===== config.mk =====
export PLATFORM = sky130hd
export DESIGN_NAME = modbus_read_request_framer
export DESIGN_NICKNAME = d
export VERILOG_FILES = /design/src/rtl/mrf_pkg.sv /design/src/rtl/mrf_front.sv /design/src/rtl/mrf_queue.sv /design/src/rtl/mrf_back.sv /design/src/rtl/modbus_read_request_framer.sv
export SDC_FILE = /design/constraint.sdc
export NUM_CORES = 1
export LEC_CHECK = 0
export BUFFER_PORTS_ARGS = -buffer_cell sky130_fd_sc_hd__buf_2
export CAP_MARGIN = 20
export CORE_UTILIZATION = 55
export CTS_CLUSTER_DIAMETER = 40
export DETAILED_ROUTE_END_ITERATION = 8
export GPL_ROUTABILITY_DRIVEN = 0
export PLACE_DENSITY = 0.83
export REMOVE_ABC_BUFFERS = 1
export SLEW_MARGIN = 15
export SYNTH_ARGS = -nofsm -noshare
export SYNTH_HDL_FRONTEND = slang
export SYNTH_SLANG_ARGS = --single-unit

===== constraint.sdc =====
create_clock -name clk -period 12.77 [get_ports clk]
set_input_delay 1.9155 -clock clk [delete_from_list [all_inputs] [get_ports clk]]
set_output_delay 1.9155 -clock clk [all_outputs]
set_load 0.03 [all_outputs]

===== src/rtl/mrf_pkg.sv =====
`timescale 1ns / 1ps

package mrf_pkg;

  // Frame geometry
  localparam int FRAME_LEN = 36;
  localparam int IDX_W     = $clog2(FRAME_LEN);
  localparam logic [IDX_W-1:0] LAST_IDX  = IDX_W'(FRAME_LEN - 1);
  localparam logic [IDX_W-1:0] SUM_FIRST = IDX_W'(1);
  localparam logic [IDX_W-1:0] SUM_LAST  = IDX_W'(33);
  localparam logic [IDX_W-1:0] CRC_FIRST = IDX_W'(26);
  localparam logic [IDX_W-1:0] CRC_LAST  = IDX_W'(31);

  // Fixed frame bytes
  localparam logic [7:0] START_BYTE = 8'hA5;
  localparam logic [7:0] LEN_LO     = 8'd23;
  localparam logic [7:0] LEN_HI     = 8'h00;
  localparam logic [7:0] CTRL_LO    = 8'h10;
  localparam logic [7:0] CTRL_HI    = 8'h45;
  localparam logic [7:0] HDR_TYPE   = 8'h02;
  localparam logic [7:0] FUNC_READ  = 8'h03;
  localparam logic [7:0] END_BYTE   = 8'h15;

  // CRC-16 constants
  localparam logic [15:0] CRC_INIT = 16'hFFFF;
  localparam logic [15:0] CRC_POLY = 16'hA001;

  // Configuration register indexes
  localparam int CFG_IDX_W = 1;
  localparam logic [CFG_IDX_W-1:0] REG_LOGGER_SERIAL = 1'b0;
  localparam logic [CFG_IDX_W-1:0] REG_UNIT_ID       = 1'b1;
  localparam logic [7:0]           UNIT_ID_RESET     = 8'h01;

  // Default queue depth between front and back
  localparam int QUEUE_DEPTH_DEF = 2;

  // One queued request with everything needed to build its frame
  typedef struct packed {
    logic [31:0] serial;
    logic [15:0] seq;
    logic [7:0]  unit;
    logic [15:0] start_reg;
    logic [15:0] num_regs;
  } mrf_req_t;

  // Queue status seen by front and back
  typedef struct packed {
    logic full;
    logic empty;
  } mrf_qstat_t;

  // One byte of the reflected CRC-16 update
  function automatic logic [15:0] crc16_byte(input logic [15:0] crc, input logic [7:0] b);
    logic [15:0] c;
    c = crc ^ {8'h00, b};
    for (int k = 0; k < 8; k++) begin
      if (c[0]) c = (c >> 1) ^ CRC_POLY;
      else      c = c >> 1;
    end
    return c;
  endfunction

endpackage


===== src/rtl/mrf_front.sv =====
`timescale 1ns / 1ps

module mrf_front (
  input  logic                            clk,
  input  logic                            rst_n,
  input  logic                            in_tvalid,
  output logic                            in_tready,
  input  logic [31:0]                     in_tdata,
  input  logic                            cfg_wr_en,
  input  logic [mrf_pkg::CFG_IDX_W-1:0]   cfg_index,
  input  logic [31:0]                     cfg_wdata,
  input  mrf_pkg::mrf_qstat_t             q_stat,
  output logic                            push,
  output mrf_pkg::mrf_req_t               push_req
);
  import mrf_pkg::*;

  logic [31:0] serial_r;
  logic [7:0]  unit_r;
  logic [15:0] seq_r;

  // A request is taken whenever the queue has room
  assign in_tready = !q_stat.full;
  assign push      = in_tvalid && in_tready;

  // Snapshot of the request and of the settings that go into its frame
  always_comb begin
    push_req.serial    = serial_r;
    push_req.seq       = seq_r;
    push_req.unit      = unit_r;
    push_req.start_reg = in_tdata[15:0];
    push_req.num_regs  = in_tdata[31:16];
  end

  // Configuration registers
  always_ff @(posedge clk) begin
    if (!rst_n) begin
      serial_r <= '0;
      unit_r   <= UNIT_ID_RESET;
    end else if (cfg_wr_en) begin
      unique case (cfg_index)
        REG_LOGGER_SERIAL: serial_r <= cfg_wdata;
        REG_UNIT_ID:       unit_r   <= cfg_wdata[7:0];
        default: ;
      endcase
    end
  end

  // Sequence number advances once per accepted request and wraps
  always_ff @(posedge clk) begin
    if (!rst_n) begin
      seq_r <= '0;
    end else if (push) begin
      seq_r <= seq_r + 16'd1;
    end
  end

endmodule


===== src/rtl/mrf_queue.sv =====
`timescale 1ns / 1ps

module mrf_queue #(
  parameter int DEPTH = mrf_pkg::QUEUE_DEPTH_DEF
) (
  input  logic                       clk,
  input  logic                       rst_n,
  input  logic                       push,
  input  mrf_pkg::mrf_req_t          push_req,
  input  logic                       pop,
  output mrf_pkg::mrf_req_t          head_req,
  output mrf_pkg::mrf_qstat_t        q_stat,
  output logic [$clog2(DEPTH+1)-1:0] q_count
);
  import mrf_pkg::*;

  localparam int PTR_W = $clog2(DEPTH);
  localparam int CNT_W = $clog2(DEPTH + 1);
  localparam logic [PTR_W-1:0] PTR_LAST = PTR_W'(DEPTH - 1);
  localparam logic [CNT_W-1:0] CNT_FULL = CNT_W'(DEPTH);

  mrf_req_t         slot_r [DEPTH];
  logic [PTR_W-1:0] wr_ptr_r;
  logic [PTR_W-1:0] rd_ptr_r;
  logic [CNT_W-1:0] count_r;

  assign head_req     = slot_r[rd_ptr_r];
  assign q_stat.full  = (count_r == CNT_FULL);
  assign q_stat.empty = (count_r == '0);
  assign q_count      = count_r;

  // Storage slots
  always_ff @(posedge clk) begin
    if (push) begin
      slot_r[wr_ptr_r] <= push_req;
    end
  end

  // Pointers and fill count
  always_ff @(posedge clk) begin
    if (!rst_n) begin
      wr_ptr_r <= '0;
      rd_ptr_r <= '0;
      count_r  <= '0;
    end else begin
      if (push) begin
        wr_ptr_r <= (wr_ptr_r == PTR_LAST) ? '0 : wr_ptr_r + PTR_W'(1);
      end
      if (pop) begin
        rd_ptr_r <= (rd_ptr_r == PTR_LAST) ? '0 : rd_ptr_r + PTR_W'(1);
      end
      if (push && !pop) begin
        count_r <= count_r + CNT_W'(1);
      end else if (pop && !push) begin
        count_r <= count_r - CNT_W'(1);
      end
    end
  end

endmodule


===== src/rtl/mrf_back.sv =====
`timescale 1ns / 1ps

module mrf_back (
  input  logic                clk,
  input  logic                rst_n,
  input  mrf_pkg::mrf_req_t   head_req,
  input  mrf_pkg::mrf_qstat_t q_stat,
  output logic                pop,
  output logic                out_tvalid,
  input  logic                out_tready,
  output logic [7:0]          out_tdata,
  output logic                out_tlast
);
  import mrf_pkg::*;

  logic [IDX_W-1:0] idx_r;
  logic [15:0]      crc_r;
  logic [7:0]       sum_r;
  logic             out_valid_r;
  logic [7:0]       out_data_r;
  logic             out_last_r;
  logic             advance;
  logic             load;
  logic [7:0]       cur_byte;

  // The output register moves when empty or when its byte is taken
  assign advance = !out_valid_r || out_tready;
  assign load    = advance && !q_stat.empty;
  assign pop     = load && (idx_r == LAST_IDX);

  // Byte selection for the current frame position
  always_comb begin
    unique case (idx_r) inside
      6'd0:        cur_byte = START_BYTE;
      6'd1:        cur_byte = LEN_LO;
      6'd2:        cur_byte = LEN_HI;
      6'd3:        cur_byte = CTRL_LO;
      6'd4:        cur_byte = CTRL_HI;
      6'd5:        cur_byte = head_req.seq[7:0];
      6'd6:        cur_byte = head_req.seq[15:8];
      6'd7:        cur_byte = head_req.serial[7:0];
      6'd8:        cur_byte = head_req.serial[15:8];
      6'd9:        cur_byte = head_req.serial[23:16];
      6'd10:       cur_byte = head_req.serial[31:24];
      6'd11:       cur_byte = HDR_TYPE;
      [6'd12:6'd25]: cur_byte = 8'h00;
      6'd26:       cur_byte = head_req.unit;
      6'd27:       cur_byte = FUNC_READ;
      6'd28:       cur_byte = head_req.start_reg[15:8];
      6'd29:       cur_byte = head_req.start_reg[7:0];
      6'd30:       cur_byte = head_req.num_regs[15:8];
      6'd31:       cur_byte = head_req.num_regs[7:0];
      6'd32:       cur_byte = crc_r[7:0];
      6'd33:       cur_byte = crc_r[15:8];
      6'd34:       cur_byte = sum_r;
      6'd35:       cur_byte = END_BYTE;
      default:     cur_byte = 8'h00;
    endcase
  end

  // Byte counter and output valid
  always_ff @(posedge clk) begin
    if (!rst_n) begin
      idx_r       <= '0;
      out_valid_r <= 1'b0;
    end else if (advance) begin
      out_valid_r <= !q_stat.empty;
      if (load) begin
        idx_r <= (idx_r == LAST_IDX) ? '0 : idx_r + IDX_W'(1);
      end
    end
  end

  // Output payload, running CRC and running checksum
  always_ff @(posedge clk) begin
    if (load) begin
      out_data_r <= cur_byte;
      out_last_r <= (idx_r == LAST_IDX);
      if (idx_r == '0) begin
        crc_r <= CRC_INIT;
        sum_r <= '0;
      end else begin
        if (idx_r >= CRC_FIRST && idx_r <= CRC_LAST) begin
          crc_r <= crc16_byte(crc_r, cur_byte);
        end
        if (idx_r >= SUM_FIRST && idx_r <= SUM_LAST) begin
          sum_r <= sum_r + cur_byte;
        end
      end
    end
  end

  assign out_tvalid = out_valid_r;
  assign out_tdata  = out_data_r;
  assign out_tlast  = out_last_r;

endmodule


===== src/rtl/modbus_read_request_framer.sv =====
`timescale 1ns / 1ps
// Read-request framer for a serial data logger.
// The in_ stream carries one read request per transfer (start register and
// register count). For every request the out_ stream delivers a 36-byte
// logger frame, one byte per transfer, with tlast on the final end byte.
// The frame holds the sequence number, the logger serial, and a Modbus RTU
// function-03 request with its CRC-16, followed by an 8-bit checksum.
// The cfg_ port writes the logger serial (index 0) and the unit id (index 1);
// write it only while no frame is pending.
// With the serialiser idle, a request is first written into the queue and its
// first byte is then loaded into the output register. Throughput: one byte
// per cycle while out_tready is high, set by the byte serialiser; frames
// follow each other with no gap when the next request is already queued.
// A small request queue sits between the front end and the serialiser, so
// in_tready stays high until that queue is full, also while out_ is stalled.
// When out_tready is low the current byte holds and the serialiser waits.
// Reset empties the queue, clears the sequence number and the serial, and
// sets the unit id to 1.
module modbus_read_request_framer #(
  parameter int QUEUE_DEPTH = mrf_pkg::QUEUE_DEPTH_DEF
) (
  input  logic                          clk,
  input  logic                          rst_n,
  input  logic                          in_tvalid,
  output logic                          in_tready,
  input  logic [31:0]                   in_tdata,   // [15:0] start_register, [31:16] register_count
  output logic                          out_tvalid,
  input  logic                          out_tready,
  output logic [7:0]                    out_tdata,  // [7:0] frame_byte
  output logic                          out_tlast,  // last_byte
  input  logic                          cfg_wr_en,
  input  logic [mrf_pkg::CFG_IDX_W-1:0] cfg_index,
  input  logic [31:0]                   cfg_wdata
);
  import mrf_pkg::*;

  logic                             push;
  logic                             pop;
  mrf_req_t                         push_req;
  mrf_req_t                         head_req;
  mrf_qstat_t                       q_stat;
  logic [$clog2(QUEUE_DEPTH+1)-1:0] q_count;

  mrf_front u_front (
    .clk       (clk),
    .rst_n     (rst_n),
    .in_tvalid (in_tvalid),
    .in_tready (in_tready),
    .in_tdata  (in_tdata),
    .cfg_wr_en (cfg_wr_en),
    .cfg_index (cfg_index),
    .cfg_wdata (cfg_wdata),
    .q_stat    (q_stat),
    .push      (push),
    .push_req  (push_req)
  );

  mrf_queue #(
    .DEPTH (QUEUE_DEPTH)
  ) u_queue (
    .clk      (clk),
    .rst_n    (rst_n),
    .push     (push),
    .push_req (push_req),
    .pop      (pop),
    .head_req (head_req),
    .q_stat   (q_stat),
    .q_count  (q_count)
  );

  mrf_back u_back (
    .clk        (clk),
    .rst_n      (rst_n),
    .head_req   (head_req),
    .q_stat     (q_stat),
    .pop        (pop),
    .out_tvalid (out_tvalid),
    .out_tready (out_tready),
    .out_tdata  (out_tdata),
    .out_tlast  (out_tlast)
  );

  // The final byte of every frame is the end byte
  assert property (@(posedge clk) disable iff (!rst_n)
    out_tvalid && out_tlast |-> out_tdata == END_BYTE)
    else $error("frame end byte mismatch");

  // The queue never holds more requests than it has slots
  assert property (@(posedge clk) disable iff (!rst_n)
    q_count <= ($clog2(QUEUE_DEPTH+1))'(QUEUE_DEPTH))
    else $error("request queue overflow");

  // The serialiser only takes a request from a queue that holds one
  assert property (@(posedge clk) disable iff (!rst_n)
    pop |-> !q_stat.empty)
    else $error("request queue underflow");

endmodule

== Word level (Yosys, flattened, before mapping) ==
Memories as Yosys holds them, arrays and structs flattened. A register that Yosys moved wholly into a read port is not among the register bits.
Cells that the tools add are included.
Word-level totals
  register bits: 100
  RAM bits: 176
  bits of input ports: 70
  output and inout bits: 11
  logic and storage cells: 119
  memories kept: 1
Operators by class
  $add $sub $neg: 7
  magnitude comparators: 4
  eq/ne operators: 21
  multiplexer cells: 41
  bitwise logic cells: 10
  reductions and logical operators: 23
Memory list
  u_queue.slot_r: depth 2, bits a word 88, rd ports 1, clocked after Yosys merged registers in 1, write ports 1, RTL line mrf_queue.sv:22  | mrf_req_t slot_r [DEPTH];
Operators with widths (number)
  two-way mux 16 bit: 30
  one-hot mux 8 bit (21 select lines): 1
  equality test 6 x 5 -> 1 bit, second input constant: 6
  equality test 6 x 3 -> 1 bit, second input constant: 4
  equality test 6 x 4 -> 1 bit, second input constant: 4
  equality test 6 bit, second input constant: 4
  NOT 2 -> 3 bit: 8
  adder 16 x 1 -> 16 bit, second input constant: 1
  bitwise XOR 16 x 8 -> 16 bit: 1
  AND reduction 2 bit: 5
  adder 8 bit: 1
  two-way mux 8 bit: 1
  logical AND 1 bit: 7
  adder 6 x 1 -> 6 bit, second input constant: 1
  equality test 6 x 1 -> 1 bit, second input constant: 1
  equality test 6 x 2 -> 1 bit, second input constant: 1
  >= comparator 6 x 1 -> 1 bit, second input constant: 1
  >= comparator 6 x 5 -> 1 bit, second input constant: 1
  less-or-equal comparator 6 x 5 -> 1 bit, second input constant: 1
  less-or-equal comparator 6 bit, second input constant: 1
  logical NOT 6 bit: 1
  two-way mux 1 bit: 6
  two-way mux 6 bit: 1
  nonzero test 2 bit: 3
  9 further kinds: 15

== Longest topological paths before layout ==
Gate-level depths: netlist of the first run.
  depth in word-level cells: 41
  depth in mapped cells: 20
  mapped depth without buffers: 18

== Modules after synthesis ==
From an unflattened synthesis of the first run, not the netlist that was laid out.
Second synthesis, totals
  cells, all modules: 911
  area total of the unflattened synthesis: 12259.3 um2
Modules (own cells, without submodules)
  mrf_queue: instances 1, cells an instance 296, area each 6642.6 um2, sequential area each 5385.2 um2
  mrf_back: instances 1, cells an instance 327, area each 3264.4 um2, sequential area each 1131.1 um2
  mrf_front: instances 1, cells an instance 288, area each 2352.3 um2, sequential area each 1121.1 um2

== Least setup slack after synthesis of the first run ==
OpenSTA, ideal clock, no wires.
  path type: input-to-reg
  start point: in in_tvalid
  end point: mem u_queue.slot_r[0][0] in the netlist's numbering (enable)
  setup time: 0.537 ns
  data arrival time: 5.759 ns
  required time: 12.233 ns
  slack: 6.474 ns
  stages on the path: 2
  path buffers: 0
  path through: nand2_1 nor2_1
On the way
  longest elaborated chain between the ends: 3
Ends and longest elaborated chain
  from (decl): RTL line modbus_read_request_framer.sv:24  | input logic in_tvalid,
  logical AND 1 bit: RTL line mrf_front.sv:24  | assign push = in_tvalid && in_tready;
  two-way mux 1 bit: RTL line mrf_queue.sv:34  | if (push) begin
  two-way mux 1 bit (not written as such): RTL line mrf_queue.sv:35  | slot_r[wr_ptr_r] <= push_req;
  to (decl): RTL line mrf_queue.sv:22
Every way passes these cells.

==> impl_metrics.env, run 1 <==
export IMPL_first_pass_iters=6
export IMPL_grt_use_met3_pct=4.63
export IMPL_switching_share_pct=26.7
export IMPL_clk_pin_slew_worst_paths_ns=0.06
export IMPL_rows=53
export IMPL_grt_pass1_wl_mm=40.8
export IMPL_drtIter0Drc=801
export IMPL_crit_family="simple AND/OR/NAND/NOR gates"
export IMPL_wirelength_mm=26.4
export IMPL_drv_slew=0
export IMPL_end_kind="flip-flop"
export IMPL_hold_class="flip-flop to flip-flop"
export IMPL_rsz0062_at_grt="no"
export IMPL_critical_path_class="flip-flop to flip-flop"
export IMPL_vias=7494
export IMPL_ys_types=70
export IMPL_vias_per_cell=5.91
export IMPL_htreeDepth=2
export IMPL_holdPathEnd="u_queue.slot_r[1][56]"
export IMPL_ys_seq_area_share_pct=64.5
export IMPL_cts_setup_buffers=0
export IMPL_synth_edf_count=209
export IMPL_grt_pass1_vias=7355
export IMPL_root_buffer="clkbuf_16"
export IMPL_ys_warn_count=0
export IMPL_status="complete, no violations"
export IMPL_ctsResizeCount=0
export IMPL_yosysTopAreaCell="edfxtp_1"
export IMPL_async_reset_ff_share_pct=0
export IMPL_period_minus_slack_ns=4.90
export IMPL_busiest_layer="met2"
export IMPL_drc=0
export IMPL_clock_sinks=277
export IMPL_netlist_area_leader_share_pct=53.0
export IMPL_dp_hpwl_mm=16.5
export IMPL_synth_area_um2=11800
export IMPL_synth_ff_type="edfxtp_1"
export IMPL_syn_avg_cell_area_um2=13.4
export IMPL_wl_per_cell_um=20.8
export IMPL_use_met1_pct=31.6
export IMPL_grt_overflow=0
export IMPL_fmax_mhz=204
export IMPL_pwr_share_clk_pct=37.8
export IMPL_pwr_share_comb_pct=17.0
export IMPL_fin_crit_sh_pct=38.4
export IMPL_path_cells="buf_4, mux2i_1, o22ai_1, nor4_1, nand4_1, inv_1, nand2_1, ha_1, a21o_1, a21o_1, a21oi_1, o21bai_1, a21oi_1, xnor2_1, nor2_1"
export IMPL_leakage_nw=4.69
export IMPL_regArea_um2=7640
export IMPL_synth_seq_cells=277
export IMPL_p_int_mw=1.82
export IMPL_tritoncts="built"
export IMPL_fill_cells=1488
export IMPL_hp_start="u_front.serial_r[0]"
export IMPL_start_kind="flip-flop"
export IMPL_slowest_delay_ns=0.82
export IMPL_rr_endpoint="u_back.sum_r[7]"
export IMPL_max_cap_viol_count=0
export IMPL_hold_viol=0
export IMPL_p_seq_share_pct=45.2
export IMPL_hold_slack_ns=0.451
export IMPL_io_buffers=80
export IMPL_syn2layout_area_growth_pct=14.3
export IMPL_p_switching_mw=0.663
export IMPL_tightest_slew_ns=0.909
export IMPL_cp_depth=15
export IMPL_cpMaxStageDelayCell="buf_4"
export IMPL_drive_above_1_share_pct=17.3
export IMPL_grt_antenna_before_repair=0
export IMPL_powerDensity_nw_per_um2=184
export IMPL_initial_core_util_pct=56.1
export IMPL_fin_nets=1052
export IMPL_critPathArrivalTime_ns=5.16
export IMPL_crit_buf_inv=2
export IMPL_skew_ns=0.0253
export IMPL_worstRegToRegCells=15
export IMPL_drt_antenna_violating_nets=0
export IMPL_clockBufferDepth=3
export IMPL_synth_area_top_cells="edfxtp_1 53%, dfxtp_1 12%, mux2i_1 6.9%, nand2_1 3.7%, a21boi_0 2.8%"
export IMPL_ir_worst_vdd_uv=109
export IMPL_use_met2_pct=40.6
export IMPL_pin_count=81
export IMPL_final_setup_viol_count=0
export IMPL_core_um2=21100
export IMPL_fp_dieArea_um2=22100
export IMPL_reg2reg_slack_ns=7.87
export IMPL_cts_hold_buffers=0
export IMPL_syn_inst=880
export IMPL_dieHeight_um=149
export IMPL_grt_total_usage_pct=24.7
export IMPL_multi_input_area_um2=3930
export IMPL_slew_headroom_pct=39.3
export IMPL_crit_fanout=51
export IMPL_grt_max_degree=65
export IMPL_cts_made_buffers=34
export IMPL_clock_latency_ns=0.52
export IMPL_antennaDiodeCount=0
export IMPL_worst_hold_path_num_cells=0
export IMPL_finalSetupTns_ns=0
export IMPL_worstPathRequired_ns=13.02
export IMPL_die_w_um=149
synth_stat cells, types with 3 or more instances:
master	n
nand2_1	118
a21o_1	6
inv_1	12
buf_6	5
xor2_1	10
mux2i_1	81
nor2b_1	6
and2_1	22
nor3_1	4
edfxtp_1	209
and3_1	5
o22ai_1	31
or3_1	4
buf_4	4
xnor2_1	30
ha_1	14
clkbuf_1	22
a21boi_0	44
nand3_1	36
a21oi_1	10
buf_8	4
nand2b_1	17
nor2_1	29
nor4_1	3
nand4_1	5
mux2_2	10
dfxtp_1	68
o2111ai_1	5
o21ai_0	11
flip-flops by register name, summed over array words and instances, names as in the netlist, named ones only:
name               flops
u_front.unit_r         8
u_queue.rd_ptr_r       1
u_queue.slot_r       176
u_queue.q_count        2
u_front.seq_r         16
u_back.out_tvalid      1
u_back.out_tdata       8
u_back.crc_r          16
u_queue.wr_ptr_r       1
u_back.idx_r           6
u_back.out_tlast       1
u_back.sum_r           8
u_front.serial_r      32
through the flow:
step                instance area, um^2  power [mW]  cells  worst slack (ns)  util [%]
floorplan                         11600        1.44    843              6.47         -
global placement                  12400        1.54   1206              8.12      58.9
detailed placement                12400        1.55   1206              8.02      58.9
CTS                               13500        2.49   1267              7.89      64.1
global route                      13500        2.58   1267              7.64      64.1
finish                            13500        2.48   1267              7.87      64.1
how the worst max path moves through the flow:
stage | slack (ns) | end | start
3_3_place_gp | 8.12 | u_back.sum_r[7] | flip-flop
5_1_grt | 7.64 | u_back.sum_r[7] | flip-flop
2_1_floorplan | 6.47 | u_queue.slot_r[0][0] | in_tvalid
4_1_cts | 7.89 | u_back.sum_r[7] | flip-flop
3_5_place_dp | 8.02 | u_back.sum_r[7] | flip-flop
6_report | 7.87 | u_back.sum_r[7] | flip-flop
power groups by stage:
stage          clock network [mW]  registers (mW)  logic (mW)
6_report                    0.939            1.12       0.422
2_1_floorplan                   0            1.14       0.294
3_3_place_gp                    0            1.13       0.401
3_5_place_dp                    0            1.14       0.414
4_1_cts                     0.948            1.12       0.423
5_1_grt                     0.988            1.13       0.462
worst reg2reg max path: stages, from the launching register on:
cell and delay [ns]:
dfxtp_4 0.76, buf_4 0.85, mux2i_1 0.35, o22ai_1 0.12, nor4_1 0.63, nand4_1 0.27, inv_1 0.18, nand2_1 0.09
ha_1 0.33, a21o_1 0.19, a21o_1 0.19, a21oi_1 0.24, o21bai_1 0.09, a21oi_1 0.18, xnor2_1 0.13, nor2_1 0.05
cells in the final DEF (no fill, tap or decap), types with 12 or more instances in the layout:
| cell | count |
|---|---|
| o22ai_1 | 31 |
| a21boi_0 | 44 |
| edfxtp_1 | 209 |
| inv_1 | 12 |
| nor2_1 | 28 |
| buf_2 | 80 |
| nand2_1 | 118 |
| xnor2_1 | 30 |
| nand3_1 | 36 |
| nand2b_1 | 17 |
| ha_1 | 14 |
| mux2i_1 | 81 |
| clkbuf_16 | 34 |
| dfxtp_1 | 67 |
| and2_1 | 22 |
kinds of logic after synthesis:
group | synth area share [%]
XOR/XNOR | 3.68
AND/OR/NAND/NOR | 11.9
buffers and inverters | 2.40
flip-flops | 64.5
adder cells (fa/ha/maj) | 1.65
AO/OA/AOI/OAI | 7.67
multiplexers | 8.14
layout make-up:
type	count	share of cell area [%]
Multi-Input combinational cell	554	29.0
Clock inverter	17	1.51
Clock buffer	44	6.65
Sequential cell	277	56.5
Timing Repair Buffer	88	3.41
Inverter	12	0.333
Tap cell	275	2.55
layer usage:
| metal | wire length, um | part of all wire, % | vias up |
|---|---|---|---|
| li1 | - | - | 3436 |
| met1 | 10300 | 39 | 3625 |
| met2 | 12900 | 49 | 351 |
| met3 | 1970 | 7.5 | 82 |
| met4 | 1170 | 4.4 | 0 |
| met5 | 0 | 0 | - |
Power figures use the tool's default switching activity.
==> run 2, diff against run 1 <==
--- a/config.mk
+++ b/config.mk
@@ -5,13 +5,14 @@
 export SDC_FILE = /design/constraint.sdc
 export NUM_CORES = 1
 export LEC_CHECK = 0
+export ABC_AREA = 1
 export BUFFER_PORTS_ARGS = -buffer_cell sky130_fd_sc_hd__buf_2
 export CAP_MARGIN = 20
 export CORE_UTILIZATION = 55
 export CTS_CLUSTER_DIAMETER = 40
 export DETAILED_ROUTE_END_ITERATION = 8
 export GPL_ROUTABILITY_DRIVEN = 0
-export PLACE_DENSITY = 0.83
+export PLACE_DENSITY = 0.85
 export REMOVE_ABC_BUFFERS = 1
 export SLEW_MARGIN = 15
 export SYNTH_ARGS = -nofsm -noshare
==> constraint.sdc (replaced) <==
create_clock -name clk -period 4.1 [get_ports clk]
set_input_delay 0.615 -clock clk [delete_from_list [all_inputs] [get_ports clk]]
set_output_delay 0.615 -clock clk [all_outputs]
set_load 0.03 [all_outputs]
==> impl_metrics.env, run 2 <==
export IMPL_status="complete, no violations"
export IMPL_dieHeight_um=151
export IMPL_finalSetupTns_ns=0
export IMPL_fin_crit_sh_pct=88.9
export IMPL_tightest_slew_ns=0.904
export IMPL_regMostFlops="u_queue.slot_r"
export IMPL_worst_hold_path_num_cells=1
export IMPL_synth_area_top_cells="edfxtp_1 51%, nand2_1 14%, dfxtp_1 11%, nor2_1 4.3%, o21ai_0 2.9%"
export IMPL_cts_setup_buffers=0
export IMPL_worstPathRequired_ns=4.34
export IMPL_path_cells="inv_1, ha_1, nand3_1, nor2_4, nand2_1, nand4_1, nor2_1, nand2_2, ha_1, inv_1, fa_1, nor2_1, nor2_1, o21bai_1, nand2_1, inv_1, nor2_1, inv_1, a21oi_1, o21ai_0, a21oi_1"
export IMPL_drtIter0Drc=1143
export IMPL_dp_cells=1628
export IMPL_vias=9502
export IMPL_yosysTopAreaCell="edfxtp_1"
export IMPL_vias_per_cell=5.61
export IMPL_finish_instance_area_um2=14200
export IMPL_dp_hpwl_mm=20.0
export IMPL_synth_edf_count=209
export IMPL_first_pass_iters=6
export IMPL_root_buffer="clkbuf_16"
export IMPL_layout_commonest_cell="nand2_1"
export IMPL_async_reset_ff_share_pct=0
export IMPL_antennaDiodeCount=0
export IMPL_wirelength_mm=29.7
export IMPL_clock_latency_ns=0.52
export IMPL_syn_inst=1296
export IMPL_setup_ws_ns=0.455
export IMPL_switching_share_pct=27.7
export IMPL_io_buffers=80
export IMPL_rsz0062_at_grt="no"
export IMPL_slowest_delay_ns=0.45
export IMPL_grt_total_usage_pct=26.9
export IMPL_cts_hold_buffers=0
export IMPL_crit_family="simple AND/OR/NAND/NOR gates"
export IMPL_synth_ff_type="edfxtp_1"
export IMPL_htreeDepth=2
export IMPL_max_cap_viol_count=0
export IMPL_synthTopCellsByCount="471 x nand2_1, 209 x edfxtp_1, 139 x nor2_1"
export IMPL_wl_per_cell_um=17.5
export IMPL_placed_cell_area_um2=13000
export IMPL_critPathArrivalTime_ns=3.89
export IMPL_leakage_nw=6.00
export IMPL_ir_worst_vdd_uv=430
export IMPL_clock_sinks=277
export IMPL_drt_antenna_violating_nets=0
export IMPL_synth_area_um2=12200
export IMPL_ys_types=43
export IMPL_p_total_mw=7.64
export IMPL_cts_made_buffers=35
export IMPL_fin_nets=1471
export IMPL_ctsResizeCount=0
export IMPL_initial_core_util_pct=56.1
export IMPL_grt_pass1_vias=8944
export IMPL_crit_buf_inv=4
export IMPL_place_ws_ns=0.621
export IMPL_top_regs="u_queue.slot_r x176, u_front.serial_r x32"
export IMPL_fmax_mhz=274
export IMPL_grt_pass1_wl_mm=46.6
export IMPL_period_minus_slack_ns=3.64
export IMPL_fp_dieArea_um2=22900
export IMPL_hold_slack_ns=0.281
export IMPL_critical_path_class="flip-flop to flip-flop"
export IMPL_pin_count=81
export IMPL_largest_register_ffs=176
export IMPL_synth_seq_cells=277
export IMPL_powerDensity_nw_per_um2=540
export IMPL_grt_max_degree=91
export IMPL_drv_slew=0
export IMPL_pwr_share_comb_pct=14.3
export IMPL_die_w_um=151
export IMPL_clk_pin_slew_worst_paths_ns=0.06
export IMPL_cp_depth=21
export IMPL_skew_ns=0.0251
export IMPL_drc=0
export IMPL_rows=54
export IMPL_grt_antenna_before_repair=0
export IMPL_fin_cells=1693
export IMPL_yosysMostFrequentCell="nand2_1"
export IMPL_grt_overflow=0
export IMPL_p_seq_share_pct=45.5
export IMPL_crit_fanout=11
export IMPL_worstRegToRegCells=21
export IMPL_end_kind="flip-flop"
export IMPL_netlist_area_leader_share_pct=51.3
export IMPL_start_kind="flip-flop"
export IMPL_hold_viol=0
export IMPL_core_um2=21800
export IMPL_final_cell_mix="471 x nand2_1, 209 x edfxtp_1, 136 x nor2_1, 80 x inv_1, 80 x buf_2"
export IMPL_ys_warn_count=0
export IMPL_post_route_util_pct=64.8
export IMPL_hold_class="input pin to flip-flop"
export IMPL_clockBufferDepth=3
export IMPL_p_int_mw=5.52
export IMPL_slew_headroom_pct=39.6
export IMPL_drive_above_1_share_pct=15.1
export IMPL_syn_avg_cell_area_um2=9.44
export IMPL_ys_seq_area_share_pct=62.4
export IMPL_cpMaxStageDelayCell="ha_1"
export IMPL_syn2layout_area_growth_pct=15.6
export IMPL_pwr_share_clk_pct=40.2
export IMPL_p_switching_mw=2.12
export IMPL_final_setup_viol_count=0
export IMPL_tritoncts="built"
==> run 2: kinds of logic after synthesis <==
family	synth area share [%]
fa+ha+maj	1.59
simple gates	26.3
flops	62.4
compound gates	5.16
buf+inv	4.31
xor+xnor	0.276
==> run 2: worst paths after layout <==
path | endpoint | slack (ns) | startpoint
max | u_back.sum_r[6] | 0.46 | u_back.idx_r[0]
min | u_queue.slot_r[1][22] | 0.28 | in_tdata[6]
max reg2reg | u_back.sum_r[6] | 0.46 | u_back.idx_r[0]
min reg2reg | u_queue.slot_r[0][36] | 0.45 | u_front.unit_r[4]
==> run 2: power by group through the flow <==
stage / clock (mW) / combinational, mW / sequential, mW
global placement: 0 / 1.02 / 3.51
floorplan: 0 / 0.693 / 3.53
finish: 3.07 / 1.09 / 3.47
CTS: 3.08 / 1.08 / 3.47
global route: 3.21 / 1.22 / 3.49
detailed placement: 0 / 1.06 / 3.52
==> run 2: cell type report <==
| cell class | instances | area, um^2 |
|---|---|---|
| clock buffer | 43 | 967 |
| inverter | 86 | 330 |
| fill | 1629 | 7670 |
| clock inverter | 21 | 214 |
| sequential | 277 | 7640 |
| tap | 280 | 350 |
| timing repair buffer | 95 | 558 |
| multi-input combinational | 891 | 4090 |
==> run 2: routing by layer <==
metal | vias up | wire (um) | global-route usage (%)
li1 | 4477 | - | -
met1 | 4405 | 11500 | 35.0
met2 | 514 | 14000 | 43.4
met3 | 106 | 2950 | 5.33
met4 | 0 | 1210 | 12.2
met5 | - | 0 | 0
